$ cat src/rtl/wcb_pkg.sv
`timescale 1ns / 1ps
package wcb_pkg;

  localparam int SLOTS_DEF = 16;

  // free-slot search width per cycle
  localparam int SCAN_W   = 16;
  localparam int SCAN_LOG = $clog2(SCAN_W);

  localparam int KIND_W   = 3;
  localparam int HANDLE_W = 4;
  localparam int GEN_W    = 16;
  localparam int DATA_W   = 32;
  localparam int STATUS_W = 2;

  localparam logic [KIND_W-1:0] KIND_CREATE   = 3'd0;
  localparam logic [KIND_W-1:0] KIND_STEP     = 3'd1;
  localparam logic [KIND_W-1:0] KIND_RD_WRAPS = 3'd2;
  localparam logic [KIND_W-1:0] KIND_RD_VALUE = 3'd3;
  localparam logic [KIND_W-1:0] KIND_RESET    = 3'd4;
  localparam logic [KIND_W-1:0] KIND_RD_SET   = 3'd5;
  localparam logic [KIND_W-1:0] KIND_DELETE   = 3'd6;
  localparam logic [KIND_W-1:0] KIND_NONE     = 3'd7;

  localparam logic [STATUS_W-1:0] ST_OK      = 2'd0;
  localparam logic [STATUS_W-1:0] ST_FULL    = 2'd1;
  localparam logic [STATUS_W-1:0] ST_INVALID = 2'd2;
  localparam logic [STATUS_W-1:0] ST_STALE   = 2'd3;

  typedef struct packed {
    logic [KIND_W-1:0]        kind;
    logic [HANDLE_W-1:0]      handle;
    logic [GEN_W-1:0]         gen_tag;
    logic signed [DATA_W-1:0] upper_bound;
    logic signed [DATA_W-1:0] lower_bound;
    logic signed [DATA_W-1:0] step_size;
  } item_t;

  typedef struct packed {
    logic [STATUS_W-1:0]      status;
    logic [HANDLE_W-1:0]      handle_out;
    logic [GEN_W-1:0]         gen_out;
    logic signed [DATA_W-1:0] value_out;
    logic [DATA_W-1:0]        wraps_out;
    logic signed [DATA_W-1:0] upper_out;
    logic signed [DATA_W-1:0] lower_out;
    logic signed [DATA_W-1:0] step_out;
  } result_t;

  // classified word held in the queue between front and back
  typedef struct packed {
    logic [KIND_W-1:0]        kind;
    logic                     is_create;
    logic                     is_delete;
    logic                     bad;
    logic [HANDLE_W-1:0]      handle;
    logic [GEN_W-1:0]         gen_tag;
    logic signed [DATA_W-1:0] upper_bound;
    logic signed [DATA_W-1:0] lower_bound;
    logic signed [DATA_W-1:0] step_size;
  } op_t;

endpackage

$ cat src/rtl/wcb_front.sv
`timescale 1ns / 1ps
module wcb_front import wcb_pkg::*; (
  input  logic  clk,
  input  logic  rst,
  input  logic  hold,
  input  logic  item_valid,
  output logic  item_stall,
  input  item_t item,
  output logic  q_valid,
  input  logic  q_pop,
  output op_t   q_head
);

  op_t        fifo [2];
  logic       wr_ptr;
  logic       rd_ptr;
  logic [1:0] count;
  logic       push;
  op_t        op_in;

  always_comb begin
    op_in             = '0;
    op_in.kind        = item.kind;
    op_in.handle      = item.handle;
    op_in.gen_tag     = item.gen_tag;
    op_in.upper_bound = item.upper_bound;
    op_in.lower_bound = item.lower_bound;
    op_in.step_size   = item.step_size;
    unique case (item.kind) inside
      KIND_CREATE: op_in.is_create = 1'b1;
      KIND_DELETE: op_in.is_delete = 1'b1;
      KIND_NONE:   op_in.bad       = 1'b1;
      default:     op_in.bad       = 1'b0;
    endcase
  end

  assign item_stall = hold || (count == 2'd2);
  assign push       = item_valid && !item_stall;
  assign q_valid    = (count != 2'd0);
  assign q_head     = fifo[rd_ptr];

  always_ff @(posedge clk) begin
    if (push) begin
      fifo[wr_ptr] <= op_in;
    end
  end

  always_ff @(posedge clk) begin
    if (rst) begin
      wr_ptr <= 1'b0;
      rd_ptr <= 1'b0;
      count  <= 2'd0;
    end else begin
      if (push) begin
        wr_ptr <= !wr_ptr;
      end
      if (q_pop) begin
        rd_ptr <= !rd_ptr;
      end
      case ({push, q_pop})
        2'b10:   count <= count + 2'd1;
        2'b01:   count <= count - 2'd1;
        default: count <= count;
      endcase
    end
  end

endmodule

$ cat src/rtl/wcb_back.sv
`timescale 1ns / 1ps
module wcb_back import wcb_pkg::*; #(
  parameter int SLOTS = SLOTS_DEF
) (
  input  logic    clk,
  input  logic    rst,
  output logic    clearing,
  input  logic    q_valid,
  output logic    q_pop,
  input  op_t     q_head,
  output logic    result_valid,
  input  logic    result_stall,
  output result_t result
);

  localparam int SW   = (SLOTS > 1) ? $clog2(SLOTS) : 1;
  localparam int CW   = $clog2(SLOTS + 1);
  localparam int XW   = (CW > HANDLE_W) ? CW : HANDLE_W;
  localparam int NGRP = (SLOTS + SCAN_W - 1) / SCAN_W;
  localparam int GW   = (NGRP > 1) ? $clog2(NGRP) : 1;
  localparam int AW   = NGRP * SCAN_W;

  localparam logic [2:0] S_CLEAR  = 3'd0;
  localparam logic [2:0] S_IDLE   = 3'd1;
  localparam logic [2:0] S_SCAN   = 3'd2;
  localparam logic [2:0] S_READ   = 3'd3;
  localparam logic [2:0] S_EXEC   = 3'd4;
  localparam logic [2:0] S_ADD    = 3'd5;
  localparam logic [2:0] S_FINISH = 3'd6;

  typedef struct packed {
    logic [GEN_W-1:0]         gen;
    logic [DATA_W-1:0]        wraps;
    logic signed [DATA_W-1:0] value;
    logic signed [DATA_W-1:0] upper;
    logic signed [DATA_W-1:0] lower;
    logic signed [DATA_W-1:0] step;
  } slot_rec_t;

  slot_rec_t slot_mem [SLOTS];
  slot_rec_t rdata;
  logic      mem_we;
  slot_rec_t mem_wdata;
  logic [SW-1:0] mem_waddr;

  logic [2:0]       state;
  op_t              cur;
  logic [SW-1:0]    slot;
  logic [SW-1:0]    clr_idx;
  logic [GW-1:0]    grp;
  logic [CW-1:0]    used_count;
  logic [CW-1:0]    freed_count;
  logic [SLOTS-1:0] active;
  result_t          res;
  result_t          idle_res;
  logic signed [DATA_W-1:0] wv;
  logic [DATA_W-1:0]        ww;

  // handle check
  logic [XW-1:0] h_x;
  logic [SW-1:0] h_slot;
  logic          h_ok;

  // free-slot search over one group per cycle
  logic [AW-1:0]       act_pad;
  logic [SCAN_W-1:0]   grp_act;
  logic [SCAN_W-1:0]   grp_free;
  logic [SCAN_LOG-1:0] scan_pos;
  logic                scan_found;
  logic [SW-1:0]       scan_slot;
  int                  base;

  // step datapath
  logic                     above;
  logic                     below;
  logic signed [DATA_W-1:0] wrapped_val;
  logic [DATA_W-1:0]        wraps_upd;
  logic [DATA_W:0]          sum;
  logic signed [DATA_W-1:0] sat_val;
  logic [GEN_W-1:0]         gen_inc;
  logic                     gen_match;
  logic                     out_free;

  assign clearing = (state == S_CLEAR);
  assign q_pop    = (state == S_IDLE) && q_valid;
  assign out_free = !result_valid || !result_stall;

  assign h_x    = XW'(q_head.handle);
  assign h_slot = h_x[SW-1:0];
  assign h_ok   = !q_head.bad && (h_x < XW'(used_count)) && active[h_slot];

  // result word as known at pop: full, invalid handle and delete are final here
  always_comb begin
    idle_res = '0;
    if (q_head.is_create) begin
      if ((freed_count == '0) && (used_count == CW'(SLOTS))) begin
        idle_res.status = ST_FULL;
      end
    end else if (!h_ok) begin
      idle_res.status = ST_INVALID;
    end else if (q_head.is_delete) begin
      idle_res.handle_out = q_head.handle;
    end
  end

  always_comb begin
    act_pad = AW'(active);
    base    = int'(grp) * SCAN_W;
    grp_act = act_pad[base +: SCAN_W];
    for (int i = 0; i < SCAN_W; i++) begin
      grp_free[i] = !grp_act[i] && ((base + i) < int'(used_count));
    end
    scan_pos = '0;
    for (int i = SCAN_W - 1; i >= 0; i--) begin
      if (grp_free[i]) begin
        scan_pos = SCAN_LOG'(i);
      end
    end
    scan_found = |grp_free;
    scan_slot  = SW'(base + int'(scan_pos));
  end

  always_comb begin
    above       = rdata.value > rdata.upper;
    below       = rdata.value < rdata.lower;
    wrapped_val = above ? rdata.lower : (below ? rdata.upper : rdata.value);
    wraps_upd   = ((above || below) && (rdata.wraps != '1)) ? rdata.wraps + 32'd1
                                                            : rdata.wraps;
    sum         = {wv[DATA_W-1], wv} + {rdata.step[DATA_W-1], rdata.step};
    if (sum[DATA_W] != sum[DATA_W-1]) begin
      sat_val = sum[DATA_W] ? {1'b1, {(DATA_W-1){1'b0}}} : {1'b0, {(DATA_W-1){1'b1}}};
    end else begin
      sat_val = sum[DATA_W-1:0];
    end
    gen_inc   = rdata.gen + 16'd1;
    gen_match = (cur.gen_tag == rdata.gen);
  end

  // single write port: clear sweep, create, reset-to-min, step write-back
  always_comb begin
    mem_we    = 1'b0;
    mem_waddr = slot;
    mem_wdata = rdata;
    unique case (state)
      S_CLEAR: begin
        mem_we    = 1'b1;
        mem_waddr = clr_idx;
        mem_wdata = '0;
      end
      S_EXEC: begin
        if (cur.is_create) begin
          mem_we          = 1'b1;
          mem_wdata.gen   = gen_inc;
          mem_wdata.wraps = '0;
          mem_wdata.value = '0;
          mem_wdata.upper = cur.upper_bound;
          mem_wdata.lower = cur.lower_bound;
          mem_wdata.step  = cur.step_size;
        end else if (gen_match && (cur.kind == KIND_RESET)) begin
          mem_we          = 1'b1;
          mem_wdata.value = rdata.lower;
        end
      end
      S_ADD: begin
        mem_we          = 1'b1;
        mem_wdata.value = sat_val;
        mem_wdata.wraps = ww;
      end
      default: mem_we = 1'b0;
    endcase
  end

  always_ff @(posedge clk) begin
    if (mem_we) begin
      slot_mem[mem_waddr] <= mem_wdata;
    end
    rdata <= slot_mem[slot];
  end

  // payload registers
  always_ff @(posedge clk) begin
    unique case (state)
      S_IDLE: begin
        if (q_valid) begin
          cur <= q_head;
          res <= idle_res;
          if (q_head.is_create) begin
            if ((freed_count == '0) && (used_count != CW'(SLOTS))) begin
              slot <= used_count[SW-1:0];
            end
          end else if (h_ok && !q_head.is_delete) begin
            slot <= h_slot;
          end
        end
      end
      S_SCAN: begin
        if (scan_found) begin
          slot <= scan_slot;
        end
      end
      S_EXEC: begin
        if (cur.is_create) begin
          res.handle_out <= HANDLE_W'(slot);
          res.gen_out    <= gen_inc;
        end else if (!gen_match) begin
          res.status <= ST_STALE;
        end else begin
          case (cur.kind)
            KIND_STEP: begin
              wv <= wrapped_val;
              ww <= wraps_upd;
            end
            KIND_RD_WRAPS: res.wraps_out <= rdata.wraps;
            KIND_RD_VALUE: res.value_out <= rdata.value;
            KIND_RD_SET: begin
              res.upper_out <= rdata.upper;
              res.lower_out <= rdata.lower;
              res.step_out  <= rdata.step;
            end
            default: res.value_out <= '0;
          endcase
        end
      end
      S_ADD: res.value_out <= wv;
      S_FINISH: begin
        if (out_free) begin
          result <= res;
        end
      end
      default: res <= res;
    endcase
  end

  // control registers
  always_ff @(posedge clk) begin
    if (rst) begin
      state        <= S_CLEAR;
      clr_idx      <= '0;
      grp          <= '0;
      used_count   <= '0;
      freed_count  <= '0;
      active       <= '0;
      result_valid <= 1'b0;
    end else begin
      if ((state == S_FINISH) && out_free) begin
        result_valid <= 1'b1;
      end else if (result_valid && !result_stall) begin
        result_valid <= 1'b0;
      end
      unique case (state)
        S_CLEAR: begin
          if (clr_idx == SW'(SLOTS - 1)) begin
            state <= S_IDLE;
          end else begin
            clr_idx <= clr_idx + SW'(1);
          end
        end
        S_IDLE: begin
          if (q_valid) begin
            if (q_head.is_create) begin
              if (freed_count != '0) begin
                grp   <= '0;
                state <= S_SCAN;
              end else if (used_count == CW'(SLOTS)) begin
                state <= S_FINISH;
              end else begin
                state <= S_READ;
              end
            end else if (!h_ok) begin
              state <= S_FINISH;
            end else if (q_head.is_delete) begin
              active[h_slot] <= 1'b0;
              freed_count    <= freed_count + CW'(1);
              state          <= S_FINISH;
            end else begin
              state <= S_READ;
            end
          end
        end
        S_SCAN: begin
          if (scan_found) begin
            state <= S_READ;
          end else begin
            grp <= grp + GW'(1);
          end
        end
        S_READ: state <= S_EXEC;
        S_EXEC: begin
          if (cur.is_create) begin
            active[slot] <= 1'b1;
            if (freed_count != '0) begin
              freed_count <= freed_count - CW'(1);
            end else begin
              used_count <= used_count + CW'(1);
            end
            state <= S_FINISH;
          end else if (gen_match && (cur.kind == KIND_STEP)) begin
            state <= S_ADD;
          end else begin
            state <= S_FINISH;
          end
        end
        S_ADD: state <= S_FINISH;
        S_FINISH: begin
          if (out_free) begin
            state <= S_IDLE;
          end
        end
        default: state <= S_IDLE;
      endcase
    end
  end

endmodule

$ cat src/rtl/wrapping_counter_bank.sv
`timescale 1ns / 1ps
// Bank of SLOTS wrapping Q16.16 counters, addressed by handle.
// Channels: one input word per operation (item_valid / item_stall / item) and
// exactly one result word per input word (result_valid / result_stall / result),
// in order. A word moves on a clock edge with valid high and stall low.
// Structure: the front classifies incoming words into a two-entry queue; the
// back pops one word at a time and does a read-modify-write of the slot record
// in a slot memory with one read and one write port, then parks the result in
// an output register. The back steps each word through IDLE, READ, EXEC and
// FINISH, with ADD before FINISH for a step that passes its checks; delete,
// full and invalid-handle words go from IDLE straight to FINISH. Create that
// reuses a deleted slot first passes SCAN, searching one 16-slot group at a
// time for the lowest free slot. The back pops no new word until the last has
// left FINISH, paced by the memory read, evaluate and write-back sequence.
// Reset: synchronous; afterwards the back sweeps the slot memory to zero, one
// slot at a time, with item_stall high the whole time.
// A stalled receiver holds the result register; the back waits with the next
// result, and the front keeps taking words until its queue is full.
module wrapping_counter_bank import wcb_pkg::*; #(
  parameter int SLOTS = SLOTS_DEF
) (
  input  logic    clk,
  input  logic    rst,
  input  logic    item_valid,
  output logic    item_stall,
  input  item_t   item,
  output logic    result_valid,
  input  logic    result_stall,
  output result_t result
);

  logic clearing;
  logic q_valid;
  logic q_pop;
  op_t  q_head;

  // front: decode kind, buffer words
  wcb_front u_front (
    .clk        (clk),
    .rst        (rst),
    .hold       (clearing),
    .item_valid (item_valid),
    .item_stall (item_stall),
    .item       (item),
    .q_valid    (q_valid),
    .q_pop      (q_pop),
    .q_head     (q_head)
  );

  // back: slot memory, allocation, counter arithmetic, result register
  wcb_back #(
    .SLOTS (SLOTS)
  ) u_back (
    .clk          (clk),
    .rst          (rst),
    .clearing     (clearing),
    .q_valid      (q_valid),
    .q_pop        (q_pop),
    .q_head       (q_head),
    .result_valid (result_valid),
    .result_stall (result_stall),
    .result       (result)
  );

endmodule

$ cat config.mk
export PLATFORM = sky130hd
export DESIGN_NAME = wrapping_counter_bank
export DESIGN_NICKNAME = d
export VERILOG_FILES = /design/src/rtl/wcb_pkg.sv /design/src/rtl/wcb_front.sv /design/src/rtl/wcb_back.sv /design/src/rtl/wrapping_counter_bank.sv
export SDC_FILE = /design/constraint.sdc
export NUM_CORES = 2
export LEC_CHECK = 0
export BUFFER_PORTS_ARGS = -buffer_cell sky130_fd_sc_hd__buf_4
export CAP_MARGIN = 40
export CELL_PAD_IN_SITES_DETAIL_PLACEMENT = 2
export CELL_PAD_IN_SITES_GLOBAL_PLACEMENT = 2
export CORE_ASPECT_RATIO = 0.6
export CORE_UTILIZATION = 54
export CTS_BUF_LIST = sky130_fd_sc_hd__clkbuf_8
export CTS_CLUSTER_DIAMETER = 200
export DETAILED_ROUTE_END_ITERATION = 10
export PLACE_DENSITY = 0.95
export SETUP_SLACK_MARGIN = 0.4
export SYNTH_ARGS = -nofsm -noshare
export SYNTH_HDL_FRONTEND = slang
export SYNTH_SLANG_ARGS = --single-unit
$ cat constraint.sdc
create_clock -name clk -period 34.5 [get_ports clk]
set_clock_uncertainty 0.15 [all_clocks]
set_input_delay 6.9 -clock clk [delete_from_list [all_inputs] [get_ports clk]]
set_output_delay 6.9 -clock clk [all_outputs]
set_load 0.02 [all_outputs]
==> out/qor.txt, run 1 <==
top cells by count, synth: 3,608 x edfxtp_1, 880 x mux4_2, 222 x clkbuf_1, 216 x dfxtp_1, 203 x nor2_1
Final GP Congestion: 0.900
row count: 147
Err: [ERROR DPL-0033] detailed placement checks failed during check placement.
top cells by area, synth: edfxtp_1 74%, mux4_2 14%, dfxtp_1 3.0%, ha_1 0.94%, mux2_2 0.93%
Top FF cell, synth: edfxtp_1
Starting Density: 54.4%
distinct cell type count after synthesis: 83
Gate Count Post-Synth: 6,794
Port Buf Inserts: 306
count leader, synth: edfxtp_1
Net Count, Synth: 7,029
yosys warns: 0
Yosys top cell area share: 74.2%
async set or reset register ratio after synthesis: 0%
DP HPWL: 418 mm
Seq/Total Area, Yosys: 77.2%
outcome: aborted with a tool error
most area-hungry cell type in the Yosys netlist: edfxtp_1
number of synthesized flops with an enable pin: 3,608
synthesized area: 146,000 sq um
Yosys reg bits: 3,824
Fail Step: 3_5_place_dp
# IOs: 307
syn_area_per_cell: 21.5 sq um
Die Span X: 673 um
chip height: 405 um
cells by family after synthesis:
kind of cell / after synthesis / synth area share (%)
DFF: 3824 / 77.2
muxes: 1044 / 14.8
and+or+nand+nor: 641 / 2.21
AOI/OAI and AO/OA: 629 / 3.02
buffers and inverters: 448 / 1.19
adders and majority gates: 112 / 0.971
xor gates and xnor gates: 96 / 0.594
metrics by stage:
step,area (sq um),hold WS (ns)
2_1_floorplan,146000,0.250
3_3_place_gp,153000,0.255
==> inputs of run 2 (changes only) <==
==> config.mk (replaced) <==
export PLATFORM = sky130hd
export DESIGN_NAME = wrapping_counter_bank
export DESIGN_NICKNAME = d
export VERILOG_FILES = /design/src/rtl/wcb_pkg.sv /design/src/rtl/wcb_front.sv /design/src/rtl/wcb_back.sv /design/src/rtl/wrapping_counter_bank.sv
export SDC_FILE = /design/constraint.sdc
export NUM_CORES = 2
export LEC_CHECK = 0
export BUFFER_PORTS_ARGS = -buffer_cell sky130_fd_sc_hd__buf_4
export CAP_MARGIN = 40
export CORE_UTILIZATION = 39
export DETAILED_ROUTE_END_ITERATION = 10
export PLACE_DENSITY_LB_ADDON = 0.15
export SYNTH_ARGS = -nofsm -noshare
export SYNTH_HDL_FRONTEND = slang
export SYNTH_SLANG_ARGS = --single-unit
==> out/qor.txt, run 2 <==
outcome: finished with violations
failing checks: design-rule violations
f_max: 0.101 GHz
fraction of the cycle the final worst path needs: 28.6%
Setup Total Neg Slack: 0 ns
first-pass GRT wire length: 566 mm
Die Span X: 614 um
antenna violations before repair: 18
drt wl/cell: 31.8 um
most common cell after layout, fill and taps aside: edfxtp_1
Final Net Count: 7,648
post-route worst setup slack: 24.62 ns
vias in the first global route: 73,355
Place WS: 24.06 ns
Slew Limit Fails: 0
Starting Density: 39.2%
RSZ-0062 raised after global routing: no
Gate Count Post-Synth: 6,794
maximum fanout along the worst path: 34
# Max-Cap Violations: 0
synthesized area: 146,000 sq um
# DRC: 92
Synth Area in Compound Gates: 3.02%
clk_lat worst skew: 0.96 ns
drt pass-1 iters: 11
Die Area: 377,000 sq um
DP HPWL: 233 mm
Top FF cell, synth: edfxtp_1
mux contribution to synthesized area: 14.8%
Crit. End Element: output pin
Overall Global Routing Usage: 21.3%
Post-Synth XOR/XNOR Area: 0.594%
TritonCTS Sinks: 3,824
top cells by count, synth: 3,608 x edfxtp_1, 880 x mux4_2, 222 x clkbuf_1, 216 x dfxtp_1, 203 x nor2_1
area grow syn2layout: 16.3%
# hold bufs at CTS: 0
CP arrival: 2.83 ns
max reg flops: 2,816
Biggest register: u_back.slot_mem
DR iter-0 viols: 7,468
final hold vios: 0
worst min path class: flop to flop
layout cells sized above 1: 28.2%
number of synthesized flops with an enable pin: 3,608
row count: 224
total CTS buffers: 406
pwr dens: 67.9 nW/um^2
Setup Fix Bufs, Post-CTS: 0
worst-margin pin slew: 1.34 ns
final setup vio count: 0
vias per cell: 5.64
Hold WS: 0.265 ns
Yosys top cell area share: 74.2%
syn_area_per_cell: 21.5 sq um
commonest cells after routing, fill and taps aside: 3,608 x edfxtp_1, 880 x mux4_2, 474 x buf_4
Port Buf Inserts: 306
Max VDD drop: 0.107 mV
# IOs: 307
P_leak: 0.0554 uW
DR vias: 71,926
largest registers: u_back.slot_mem (2816), u_front.fifo (244)
CTS tree: built
kind of critical path: flop to output pin
Root Driver: clkbuf_16
Adder-Cell Fraction of Synth Area: 0.971%
async set or reset register ratio after synthesis: 0%
Tmin final: 9.88 ns
Net Count, Synth: 7,029
DRT Wirelength: 405 mm
Core ar.: 372,000 sq um
count leader, synth: edfxtp_1
Simple-Gate Fraction of Synth Area: 2.21%
post-cts sizing count: 0
Final GP Congestion: 0.850
Yosys reg bits: 3,824
top cells by area, synth: edfxtp_1 74%, mux4_2 14%, dfxtp_1 3.0%, ha_1 0.94%, mux2_2 0.93%
chip height: 614 um
CTS Buffer Depth: 4
most area-hungry cell type in the Yosys netlist: edfxtp_1
gr ovfl total: 0
yosys warns: 0
Seq/Total Area, Yosys: 77.2%
Antenna Nets Post-Route: 0
main combinational cell family by area after synthesis: multiplexers
clock slew at reported path FFs: 0.06 ns
largest net degree at the start of global routing: 151
distinct cell type count after synthesis: 83
Worst Path Required: 27.45 ns
H-tree levels: 5
startpoint types: flop
Max transition margin: 10.9%
[run 2: cell counts after synthesis]
Identical to the previous run, type by type.
[run 2: layer usage]
layer | up-vias | GRT usage, % | share of wire [%]
met5 | - | 0 | 0.0030
met4 | 2 | 5.76 | 2.7
met3 | 534 | 2.35 | 5.2
met2 | 2409 | 34.9 | 49
met1 | 39301 | 30.2 | 43
li1 | 29680 | - | -
[run 2: layout make-up]
class                           count  area [sq um]
Multi-Input combinational cell   2522         31800
Clock inverter                    197          1960
Antenna cell                       12          30.0
Tap cell                         4972          6220
Inverter                          106           403
Fill cell                       31515        203000
Timing Repair Buffer              553          5390
Clock buffer                      564         11200
Sequential cell                  3824        113000
[run 2: final timing paths]
| kind | from | cells past startpoint | slack [ns] | end |
|---|---|---|---|---|
| hold reg to reg | u_back.res[180] | 0 | 0.26 | u_back.result[180] |
| setup / recovery | u_back.state[2] | 4 | 24.62 | item_stall |
| setup reg to reg | u_back.slot[0] | 12 | 27.78 | u_back.rdata[39] |
| hold / removal | u_back.res[180] | 0 | 0.26 | u_back.result[180] |
[run 2: critical path, stage by stage, from the launching register on]
cell and delay [ns]:
dfxtp_2 0.80, inv_1 0.28, nand2_1 0.43, o21ai_0 0.19, buf_4 0.20
[run 2: logic make-up (layout without fill, tap and decap cells)]
family,count (synthesis),count (layout)
AND/OR/NAND/NOR,641,641
other,0,12
XOR/XNOR,96,96
adder cells (fa/ha/maj),112,112
flip-flops,3824,3824
buffers and inverters,448,1420
AO/OA/AOI/OAI,629,629
multiplexers,1044,1044
[run 2: report_power, final]
part	switching, uW	internal (uW)
Combinational	888	400
Sequential	195	5740
Clock	1820	2480
Total	2900	8620
[run 2: metrics by stage]
| step | instance area [sq um] | power [uW] | instances | utilization (%) |
|---|---|---|---|---|
| CTS | 170000 | 11600 | 12738 | 45.6 |
| detailed placement | 156000 | 7330 | 11977 | 42.0 |
| global route | 170000 | 11900 | 12742 | 45.6 |
| global placement | 155000 | 7240 | 11909 | 41.6 |
| finish | 170000 | 11500 | 12750 | 45.6 |
| floorplan | 146000 | 6740 | 6794 | - |
(Power assumes the default switching activity.)
